<file path="src/hdl/itbd_pkg.sv">
package itbd_pkg;

	localparam int MAX_SYMBOLS_DEF = 16;
	localparam int VALUE_BITS_DEF  = 32;

	localparam int RADIX_W   = 5;
	localparam int ALPHA_W   = 64;
	localparam int SYM_W     = 8;
	localparam int DIGIT_W   = 4;
	localparam int CFG_IDX_W = 2;

	localparam logic [SYM_W-1:0] MINUS_SYM = 8'h2D;
	localparam logic [SYM_W-1:0] PLUS_SYM  = 8'h2B;

	typedef enum logic [CFG_IDX_W-1:0] {
		CFG_RADIX      = 2'd0,
		CFG_ALPHA_LOW  = 2'd1,
		CFG_ALPHA_HIGH = 2'd2
	} cfg_idx_t;

	typedef struct packed {
		logic load;
		logic go;
	} div_ctl_t;

	typedef struct packed {
		logic               busy;
		logic               done;
		logic [DIGIT_W-1:0] digit;
		logic               more;
	} div_stat_t;

	function automatic logic [SYM_W-1:0] sym_at(
		input logic [ALPHA_W-1:0] lo,
		input logic [ALPHA_W-1:0] hi,
		input logic [DIGIT_W-1:0] idx
	);
		logic [ALPHA_W-1:0] w;
		w = idx[3] ? hi : lo;
		return w[{idx[2:0], 3'b000} +: SYM_W];
	endfunction

endpackage

</file>
<file path="src/hdl/itbd_digit_div.sv">
module itbd_digit_div #(
	parameter int VALUE_BITS = itbd_pkg::VALUE_BITS_DEF
) (
	input  logic                         clk,
	input  logic                         arst_n,
	input  itbd_pkg::div_ctl_t           ctl,
	input  logic [VALUE_BITS-1:0]        dividend,
	input  logic [itbd_pkg::RADIX_W-1:0] radix,
	output itbd_pkg::div_stat_t          stat
);
	import itbd_pkg::*;

	localparam int BW = $clog2(VALUE_BITS);

	logic [VALUE_BITS-1:0] quo_q;
	logic [DIGIT_W-1:0]    rem_q;
	logic [BW-1:0]         bit_q;
	logic                  busy_q;
	logic                  done_q;
	logic                  nz_q;
	logic [RADIX_W-1:0]    trial;
	logic [RADIX_W-1:0]    diff;
	logic                  ge;

	assign trial = {rem_q, quo_q[VALUE_BITS-1]};
	assign ge    = trial >= radix;
	assign diff  = trial - radix;

	always_ff @(posedge clk or negedge arst_n) begin
		if (!arst_n) begin
			busy_q <= 1'b0;
			done_q <= 1'b0;
			nz_q   <= 1'b0;
			bit_q  <= '0;
		end else begin
			done_q <= busy_q && (bit_q == '0);
			if (ctl.go) begin
				busy_q <= 1'b1;
				bit_q  <= BW'(VALUE_BITS - 1);
				nz_q   <= 1'b0;
			end else if (busy_q) begin
				nz_q  <= nz_q | ge;
				bit_q <= bit_q - 1'b1;
				if (bit_q == '0) begin
					busy_q <= 1'b0;
				end
			end
		end
	end

	always_ff @(posedge clk) begin
		if (ctl.load) begin
			quo_q <= dividend;
		end else if (busy_q && !ctl.go) begin
			quo_q <= {quo_q[VALUE_BITS-2:0], ge};
		end
		if (ctl.go) begin
			rem_q <= '0;
		end else if (busy_q) begin
			rem_q <= ge ? diff[DIGIT_W-1:0] : trial[DIGIT_W-1:0];
		end
	end

	assign stat.busy  = busy_q;
	assign stat.done  = done_q;
	assign stat.digit = rem_q;
	assign stat.more  = nz_q;

endmodule

</file>
<file path="src/hdl/itbd_alpha_chk.sv">
module itbd_alpha_chk #(
	parameter int MAX_SYMBOLS = itbd_pkg::MAX_SYMBOLS_DEF
) (
	input  logic [itbd_pkg::RADIX_W-1:0] radix,
	input  logic [itbd_pkg::ALPHA_W-1:0] alpha_low,
	input  logic [itbd_pkg::ALPHA_W-1:0] alpha_high,
	output logic                         ok
);
	import itbd_pkg::*;

	logic [SYM_W-1:0] syms [MAX_SYMBOLS];
	logic             bad;

	always_comb begin
		for (int i = 0; i < MAX_SYMBOLS; i++) begin
			syms[i] = sym_at(alpha_low, alpha_high, DIGIT_W'(i));
		end
	end

	always_comb begin
		bad = 1'b0;
		for (int i = 0; i < MAX_SYMBOLS; i++) begin
			if ((RADIX_W'(i) < radix) && ((syms[i] == MINUS_SYM) || (syms[i] == PLUS_SYM))) begin
				bad = 1'b1;
			end
			for (int j = i + 1; j < MAX_SYMBOLS; j++) begin
				if ((RADIX_W'(j) < radix) && (syms[i] == syms[j])) begin
					bad = 1'b1;
				end
			end
		end
	end

	assign ok = (radix >= RADIX_W'(2)) && (radix <= RADIX_W'(MAX_SYMBOLS)) && !bad;

endmodule

</file>
<file path="src/hdl/integer_to_base_digits_top.sv">
// Each digit of the input value takes one bit-serial pass of the divider over the word.
// The block takes no new input transaction until it has loaded the last symbol of the previous one.
// Digits leave at one symbol per cycle from the digit stack, unless the output stalls.
// Reset clears the control state and the configuration registers; the digit stack
// is left unset and needs no clearing pass.
module integer_to_base_digits_top #(
	parameter int MAX_SYMBOLS = itbd_pkg::MAX_SYMBOLS_DEF,
	parameter int VALUE_BITS  = itbd_pkg::VALUE_BITS_DEF
) (
	input  logic                           clk,
	input  logic                           arst_n,
	input  logic                           cfg_we,
	input  logic [itbd_pkg::CFG_IDX_W-1:0] cfg_index,
	input  logic [itbd_pkg::ALPHA_W-1:0]   cfg_data,
	input  logic                           in_valid,
	output logic                           in_stall,
	input  logic signed [VALUE_BITS-1:0]   value,
	output logic                           out_valid,
	input  logic                           out_stall,
	output logic [itbd_pkg::SYM_W-1:0]     symbol,
	output logic                           last
);
	import itbd_pkg::*;

	localparam int CW = $clog2(VALUE_BITS + 1);
	localparam int AW = $clog2(VALUE_BITS);

	typedef enum logic [4:0] {
		S_IDLE = 5'b00001,
		S_CHK  = 5'b00010,
		S_DIV  = 5'b00100,
		S_RD   = 5'b01000,
		S_EMIT = 5'b10000
	} state_t;

	state_t              state_q, state_d;
	logic [RADIX_W-1:0]  radix_q;
	logic [ALPHA_W-1:0]  alpha_low_q;
	logic [ALPHA_W-1:0]  alpha_high_q;
	logic                ok_c;
	logic                ok_q;
	logic                neg_q;
	logic                minus_pend_q;
	logic [CW-1:0]       cnt_q;
	logic [DIGIT_W-1:0]  stack_q [VALUE_BITS];
	logic [DIGIT_W-1:0]  rd_q;
	logic                rd_en;
	logic [AW-1:0]       rd_addr;
	logic                out_valid_q;
	logic [SYM_W-1:0]    symbol_q;
	logic                last_q;
	logic                in_acc;
	logic                out_free;
	logic                load_minus;
	logic                load_digit;
	logic [VALUE_BITS-1:0] value_u;
	logic [VALUE_BITS-1:0] mag;
	div_ctl_t            div_ctl;
	div_stat_t           div_stat;

	itbd_alpha_chk #(
		.MAX_SYMBOLS(MAX_SYMBOLS)
	) u_chk (
		.radix      (radix_q),
		.alpha_low  (alpha_low_q),
		.alpha_high (alpha_high_q),
		.ok         (ok_c)
	);

	itbd_digit_div #(
		.VALUE_BITS(VALUE_BITS)
	) u_div (
		.clk      (clk),
		.arst_n   (arst_n),
		.ctl      (div_ctl),
		.dividend (mag),
		.radix    (radix_q),
		.stat     (div_stat)
	);

	assign value_u  = $unsigned(value);
	assign mag      = value_u[VALUE_BITS-1] ? VALUE_BITS'(~value_u + 1'b1) : value_u;
	assign in_stall = (state_q != S_IDLE);
	assign in_acc   = in_valid && !in_stall;
	assign out_free = !out_valid_q || !out_stall;

	assign load_minus = minus_pend_q && out_free;
	assign load_digit = (state_q == S_EMIT) && !minus_pend_q && out_free;

	assign div_ctl.load = in_acc;
	assign div_ctl.go   = ((state_q == S_CHK) && ok_q) ||
	                      ((state_q == S_DIV) && div_stat.done && div_stat.more);

	always_comb begin
		state_d = state_q;
		rd_en   = 1'b0;
		rd_addr = AW'(cnt_q - 1'b1);
		unique case (state_q)
			S_IDLE: begin
				if (in_acc) begin
					state_d = S_CHK;
				end
			end
			S_CHK: begin
				state_d = ok_q ? S_DIV : S_IDLE;
			end
			S_DIV: begin
				if (div_stat.done && !div_stat.more) begin
					state_d = S_RD;
				end
			end
			S_RD: begin
				rd_en   = 1'b1;
				state_d = S_EMIT;
			end
			S_EMIT: begin
				if (load_digit) begin
					if (cnt_q == '0) begin
						state_d = S_IDLE;
					end else begin
						rd_en = 1'b1;
					end
				end
			end
			default: begin
				state_d = S_IDLE;
			end
		endcase
	end

	always_ff @(posedge clk or negedge arst_n) begin
		if (!arst_n) begin
			state_q      <= S_IDLE;
			radix_q      <= '0;
			alpha_low_q  <= '0;
			alpha_high_q <= '0;
			ok_q         <= 1'b0;
			neg_q        <= 1'b0;
			minus_pend_q <= 1'b0;
			cnt_q        <= '0;
			out_valid_q  <= 1'b0;
		end else begin
			state_q <= state_d;
			ok_q    <= ok_c;
			if (cfg_we) begin
				unique case (cfg_index)
					CFG_RADIX:      radix_q      <= cfg_data[RADIX_W-1:0];
					CFG_ALPHA_LOW:  alpha_low_q  <= cfg_data;
					CFG_ALPHA_HIGH: alpha_high_q <= cfg_data;
					default: ;
				endcase
			end
			if (in_acc) begin
				neg_q <= value_u[VALUE_BITS-1];
				cnt_q <= '0;
			end
			if ((state_q == S_CHK) && ok_q) begin
				minus_pend_q <= neg_q;
			end else if (load_minus) begin
				minus_pend_q <= 1'b0;
			end
			if ((state_q == S_DIV) && div_stat.done) begin
				cnt_q <= cnt_q + 1'b1;
			end else if (rd_en) begin
				cnt_q <= cnt_q - 1'b1;
			end
			if (load_minus || load_digit) begin
				out_valid_q <= 1'b1;
			end else if (!out_stall) begin
				out_valid_q <= 1'b0;
			end
		end
	end

	always_ff @(posedge clk) begin
		if ((state_q == S_DIV) && div_stat.done) begin
			stack_q[cnt_q[AW-1:0]] <= div_stat.digit;
		end
		if (rd_en) begin
			rd_q <= stack_q[rd_addr];
		end
		if (load_minus) begin
			symbol_q <= MINUS_SYM;
			last_q   <= 1'b0;
		end else if (load_digit) begin
			symbol_q <= sym_at(alpha_low_q, alpha_high_q, rd_q);
			last_q   <= (cnt_q == '0);
		end
	end

	assign out_valid = out_valid_q;
	assign symbol    = symbol_q;
	assign last      = last_q;

	a_cnt_bound: assert property (@(posedge clk) disable iff (!arst_n)
		cnt_q <= CW'(VALUE_BITS))
		else $error("digit count beyond stack depth");

	a_div_done_in_div: assert property (@(posedge clk) disable iff (!arst_n)
		div_stat.done |-> (state_q == S_DIV))
		else $error("divider finished outside the divide phase");

	a_minus_before_end: assert property (@(posedge clk) disable iff (!arst_n)
		((state_q == S_EMIT) && (state_d == S_IDLE)) |-> !minus_pend_q)
		else $error("number ended with its minus sign still pending");

	a_no_go_while_busy: assert property (@(posedge clk) disable iff (!arst_n)
		div_stat.busy |-> !div_ctl.go)
		else $error("divider restarted mid-pass");

endmodule

</file>
<file path="config.mk">
export PLATFORM = sky130hd
export DESIGN_NAME = integer_to_base_digits_top
export DESIGN_NICKNAME = d
export VERILOG_FILES = /design/src/hdl/itbd_pkg.sv /design/src/hdl/itbd_digit_div.sv /design/src/hdl/itbd_alpha_chk.sv /design/src/hdl/integer_to_base_digits_top.sv
export SDC_FILE = /design/constraint.sdc
export NUM_CORES = 1
export LEC_CHECK = 0
export BUFFER_PORTS_ARGS = -buffer_cell sky130_fd_sc_hd__buf_2
export CORE_ASPECT_RATIO = 1.5
export CORE_MARGIN = 3
export CORE_UTILIZATION = 55
export CTS_CLUSTER_DIAMETER = 120
export DETAILED_ROUTE_END_ITERATION = 6
export HOLD_SLACK_MARGIN = 0.15
export PLACE_DENSITY_LB_ADDON = 0.12
export SLEW_MARGIN = 20
export SYNTH_ARGS = -nofsm -noshare
export SYNTH_HDL_FRONTEND = slang
export SYNTH_HIERARCHICAL = 1
export SYNTH_SLANG_ARGS = --single-unit
</file>
<file path="constraint.sdc">
create_clock -name clk -period 4 [get_ports clk]
set_clock_uncertainty 0.05 [all_clocks]
set_input_delay 0.8 -clock clk [delete_from_list [all_inputs] [get_ports clk]]
set_output_delay 0.8 -clock clk [all_outputs]
set_load 0.05 [all_outputs]
</file>
# Yosys cells after proc, flatten, opt, wreduce, memory -nomap -nowiden

Memories as Yosys holds them, arrays and structs flattened. A register that Yosys moved wholly into a read port is not among the register bits.
Index checks and enable logic that the tools add are counted.

Shifts and indexed selects: 1
Reductions and logical operators: 185
Divide/modulo/power cells: 0
Multiplexer cells: 166
Multipliers: 0
Bitwise gates (word level): 2
Add/subtract/negate cells: 5
Magnitude comparators: 19
Eq/ne operators: 165

Operators by type and width:

| operator                | count |
|---|---|
| $eq A8 B8 Y1            | 120 |
| $eq A8 B6 Y1 const B    | 32 |
| $mux W1                 | 149 |
| $logic_and A1 B1 Y1     | 148 |
| $mux W32                | 3 |
| $mux W64                | 1 |
| $shiftx A64 B7 Y8       | 1 |
| $lt A4 B5 Y1 const A    | 8 |
| $add A32 B1 Y32 const B | 1 |
| $not A32 Y32            | 1 |
| $mux W5                 | 6 |
| $pmux W5 S5             | 1 |
| $lt A3 B5 Y1 const A    | 4 |
| $logic_or A1 B1 Y1      | 19 |
| $mux W6                 | 3 |
| $lt A1 B5 Y1 const A    | 2 |
| $lt A2 B5 Y1 const A    | 2 |
| $logic_not A1 Y1        | 7 |
| $add A6 B1 Y6 const B   | 1 |
| $logic_not A6 Y1        | 1 |
| $ne A2 B1 Y1 const B    | 3 |
| $reduce_and A2 Y1       | 3 |
| $reduce_bool A2 Y1      | 3 |
| $sub A6 B1 Y6 const B   | 1 |
| 22 further kinds        | 23 |

Memory bits (writable): 128
Bits in read-only memories: 0
Memories: 1
Output and inout bits: 11
Flip-flop bits (word level): 201
Input port bits: 103
Bits in latches: 0
Logic and storage cells: 561

Memory list:

| memory  | words | width | rd ports | clocked after memory_dff | wr ports | RTL line                         | RTL |
|---|---|---|---|---|---|---|---|
| stack_q | 32    | 4     | 1        | 1                        | 1        | integer_to_base_digits_top.sv:45 | `logic [DIGIT_W-1:0] stack_q [VALUE_BITS];` |

# Depth between registers and ports, before layout

Word-level depth: 141
Depth in mapped cells: 11
Gate-level depth less buffers: 8

# Hierarchy

The synthesis kept the hierarchy.

Modules (own cells, without submodules):

| module                     | area each (um^2) | times used | seq. area each (um^2) | cells each |
|---|---|---|---|---|
| integer_to_base_digits_top | 12992.5          | 1          | 7848.8                | 850 |
| itbd_alpha_chk             | 12733.5          | 1          | 0.0                   | 1693 |
| itbd_digit_div             | 2109.5           | 1          | 1241.2                | 153 |

# Worst setup path after synthesis

Ideal clock, no wire load.

Kind: reg-to-reg
From: reg cnt_q[0]
To: reg rd_q[1] (read register of stack_q), data pin
Data arrival time: 2.644 ns
Data required time: 3.691 ns
Clock period less this slack: 2.953 ns
Cell stages (with the launch flop): 11
Setup time: 0.259 ns
Setup slack: 1.047 ns
Buffers on the path: 4
Cell sequence: dfrtp_1 > clkbuf_1 > clkbuf_1 > inv_1 > ha_1 > buf_2 > xor2_1 > buf_2 > mux2i_1 > o22ai_1 > a211o_1

Longest elaborated chain between the ends: 4
Elaborated cells on any way between the ends: 5
Those cells by class: add/sub: 1; mux: 3; reduce/logical: 1

RTL lines:

| what                   | RTL line                          | RTL |
|---|---|---|
| from (decl)            | integer_to_base_digits_top.sv:44  | `logic [CW-1:0] cnt_q;` |
| from (signal assigned) | integer_to_base_digits_top.sv:163 | `cnt_q <= cnt_q + 1'b1;` |
| from (signal assigned) | integer_to_base_digits_top.sv:165 | `cnt_q <= cnt_q - 1'b1;` |
| $logic_not A6 Y1       | integer_to_base_digits_top.sv:118 | `if (cnt_q == '0) begin` |
| $mux W1                | integer_to_base_digits_top.sv:118 |  |
| $mux W1                | integer_to_base_digits_top.sv:117 | `if (load_digit) begin` |
| $pmux W1 S2            | integer_to_base_digits_top.sv:98  | `unique case (state_q)` |
| to (decl)              | integer_to_base_digits_top.sv:46  | `logic [DIGIT_W-1:0] rd_q;` |

Several ways; a longest one is shown, not always the timed one.
A chain may end at the register's enable or synchronous reset.

# Worst setup path after layout

From: reg alpha_high_q[38]
To: reg ok_q

Longest elaborated chain between the ends: 128
Elaborated cells on any way between the ends: 160
Those cells by class: eq/ne: 17; mux: 124; reduce/logical: 19

RTL lines:

| what                    | RTL line                          | RTL |
|---|---|---|
| from (decl)             | integer_to_base_digits_top.sv:39  | `logic [ALPHA_W-1:0] alpha_high_q;` |
| from (signal assigned)  | integer_to_base_digits_top.sv:149 | `CFG_ALPHA_HIGH: alpha_high_q <= cfg_data;` |
| $eq A8 B8 Y1            | itbd_alpha_chk.sv:27              | `if ((RADIX_W'(j) < radix) && (syms[i] == syms[j])) begin` |
| $logic_and A1 B1 Y1     | itbd_alpha_chk.sv:27              |  |
| $mux W1 (4 in series)   | itbd_alpha_chk.sv:27              |  |
| $mux W1                 | itbd_alpha_chk.sv:23              | `if ((RADIX_W'(i) < radix) && ((syms[i] == MINUS_SYM) \|\| (syms[i] == PLUS_SYM))) begin` |
| $mux W1 (14 in series)  | itbd_alpha_chk.sv:27              |  |
| $mux W1                 | itbd_alpha_chk.sv:23              |  |
| $mux W1 (13 in series)  | itbd_alpha_chk.sv:27              |  |
| $mux W1                 | itbd_alpha_chk.sv:23              |  |
| [... 84 more ...]       | n/a                               |  |
| $mux W1 *               | itbd_alpha_chk.sv:23              |  |
| $mux W1 * (2 in series) | itbd_alpha_chk.sv:27              |  |
| $mux W1 *               | itbd_alpha_chk.sv:23              |  |
| $mux W1 *               | itbd_alpha_chk.sv:27              |  |
| $mux W1 *               | itbd_alpha_chk.sv:23              |  |
| $logic_not A1 Y1 *      | itbd_alpha_chk.sv:34              | `assign ok = (radix >= RADIX_W'(2)) && (radix <= RADIX_W'(MAX_SYMBOLS)) && !bad;` |
| $logic_and A1 B1 Y1 *   | itbd_alpha_chk.sv:34              |  |
| named net ok_c          | integer_to_base_digits_top.sv:40  | `logic ok_c;` |
| to (signal assigned)    | integer_to_base_digits_top.sv:144 | `ok_q <= ok_c;` |
| to (decl)               | integer_to_base_digits_top.sv:41  | `logic ok_q;` |

Mark *: on every way through the listed nets, which the timed path passes. The rest lies on a longest branch.

==> results.yml <==
worst_setup_path:
  crit_path_start_kind: "flop"
  crit_arrival_ps: 3800
  worstSetupPathType: "flop to flop"
  endpoint_kind: "flop"
  crit_fanout: 18
  critical_path_required_ps: 4420
  cp_slowest_cell: "dfrtp_1"
  slowest_delay_ps: 1100
  crit_path_cell_trace: "xnor2_1 > nand4_1 > nor2_1 > nor4_1 > o22ai_1 > nor4_1 > nand4_1 > nor4_2"
synth:
  synth_nets: 2810
  ys.warnings.count: 6
  synthesis.area_mm2: 0.02783
  syn-instance-count: 2695
  syn_avg_cell_area_um2: 10.33
outcome:
  status: "finished clean"
floorplanning:
  core_region_area_mm2: 0.04980
  start_util_pct: 55.88
  dieArea_mm2: 0.05339
  rows: 100
  fp.dieW_um: 189.7
  die_y_um: 281.5
  io-pin-count: 114
timing:
  hold_viol: 0
  period_share_pct: 84.63
  fin_crit_ps: 3385
  fmax_mhz: 295.4
  tns_ps: 0
  rsz0062_at_grt: "no"
  tightestPinTransition_ps: 1245
  max_slew_margin_pct: 16.99
  setup_violations: 0
  slew_violations: 0
detailed_routing:
  first_pass_iters: 6
  wirelength_um: 112400
  antenna_left: 0
  drc_errors: 0
  wl_per_cell_um: 33.08
  routed_via_density: 6.785
  vias: 23061
  drtIter0Drc: 2568
finish:
  area_delta_synth_final_pct: 8.691
  layout.nets: 2820
  drive_above_1_share_pct: 22.59
  stdcell_area_mm2: 0.03025
power:
  power_density_mw_per_mm2: 603.3
  p_int_mw: 10.31
  leakage_nw: 10.62
  power.share.switching_pct: 43.47
  p_clk_share_pct: 18.4
  combPwrFrac_pct: 46.4
  p_switching_mw: 7.933
  irDropWorstVdd_mv: 0.4736
  p_seq_share_pct: 35.2
cts:
  cts.sinks: 333
  cts_tree: "built"
  clk_pin_slew_worst_paths_ps: 70
  clock_latency_ps: 560
  clk_path_buf_depth: 3
  cts_buffers: 34
  cts_resized: 0
  postCtsHoldBufs: 0
  clock-root-buffer: "clkbuf_16"
  htree_num_levels: 2
  post_cts_buffers: 0
worst_hold_path:
  hp-class: "input pin to asynchronous set/reset pin"
placed_design:
  post-dp-hpwl_um: 78920
  gp_congestion: 1.125
  place_area_mm2: 0.02904
  io_buffers: 113
global_routing:
  grt_usage_pct: 41.35
  antenna_found_initial: 9
  grt_pass1_vias: 23150
  grt_max_degree: 65
  grt.overflow.total: 0
  grt_pass1_wl_um: 160700
job:
  maxCapViolations: 0
-- state kept, by name, summed over array words and instances (netlist names) --
register      cells
u_div/nz_q        1
cnt_q             6
symbol            8
ok_q              1
neg_q             1
alpha_low_q      64
u_div/bit_q       5
u_div/done_q      1
state_q           5
stack_q         128
last              1
minus_pend_q      1
out_valid         1
u_div/quo_q      32
u_div/rem_q       4
rd_q              4
radix_q           5
u_div/busy_q      1
alpha_high_q     64
-- worst max-delay path: cells and delay by family (launching register included) --
family,cells,cell delay (ps)
simple gates,6,1730
flops,1,1100
compound gates,1,190
xor+xnor,1,210
-- final cells by class --
cell class | count | area [um2]
diodes | 5 | 12.51
fillers | 4258 | 19550
repair buffers | 293 | 1973
clock inverters | 21 | 270.3
inverters | 24 | 90.09
multi-input cells | 2019 | 17070
flip-flops and latches | 333 | 9097
well taps | 663 | 829.5
clock buffers | 41 | 907.1
-- stage by stage --
step,setup slack [ps],std cells,power [mW],hold WS (ps),utilization [%]
floorplan,1047,2695,11.81,389.3,-
global placement,795.4,3332,14.36,395.7,58.32
detailed placement,753.9,3332,14.56,397.3,58.32
CTS,740.9,3394,17.95,230.6,60.69
global route,619.3,3394,18.90,245.0,60.71
finish,614.9,3399,18.25,212.2,60.74
-- cell usage in the layout (no fill, tap or decap), drive strengths merged, types with 30 or more instances in the layout --
cell type / n
nor2: 67
dfrtp: 155
nor4: 94
nand2: 72
a21oi: 30
nor3: 50
clkbuf: 41
buf: 293
o21ai: 35
xor2: 335
xnor2: 677
mux4: 65
mux2: 168
edfxtp: 164
nand4: 179
-- power by group through the flow --
stage / registers [mW] / logic (mW) / clock network, mW
finish: 6.42 / 8.47 / 3.36
floorplan: 4.83 / 6.98 / 0
detailed placement: 6.35 / 8.22 / 0
global placement: 6.33 / 8.03 / 0
global route: 6.39 / 8.96 / 3.55
CTS: 6.28 / 8.27 / 3.41
-- final timing paths --
path,start,end,slack [ps],depth (start not counted)
min in group clk,in_valid,state_q[0],390,2
min reg2reg,last,last,410,2
max in group asynchronous,arst_n,alpha_low_q[8],2810,2
min,arst_n,alpha_high_q[33],210,1
max reg2reg,alpha_high_q[38],ok_q,610,8
max,alpha_high_q[38],ok_q,610,8
-- per-layer routing --
metal | vias up | GRT usage, % | wire length, um
met5 | - | 0 | 41
met4 | 6 | 34.37 | 11760
met3 | 675 | 11.11 | 11380
met2 | 1664 | 64.90 | 51080
met1 | 11256 | 47.17 | 38160
li1 | 9460 | - | -
Power figures use the tool's default switching activity.
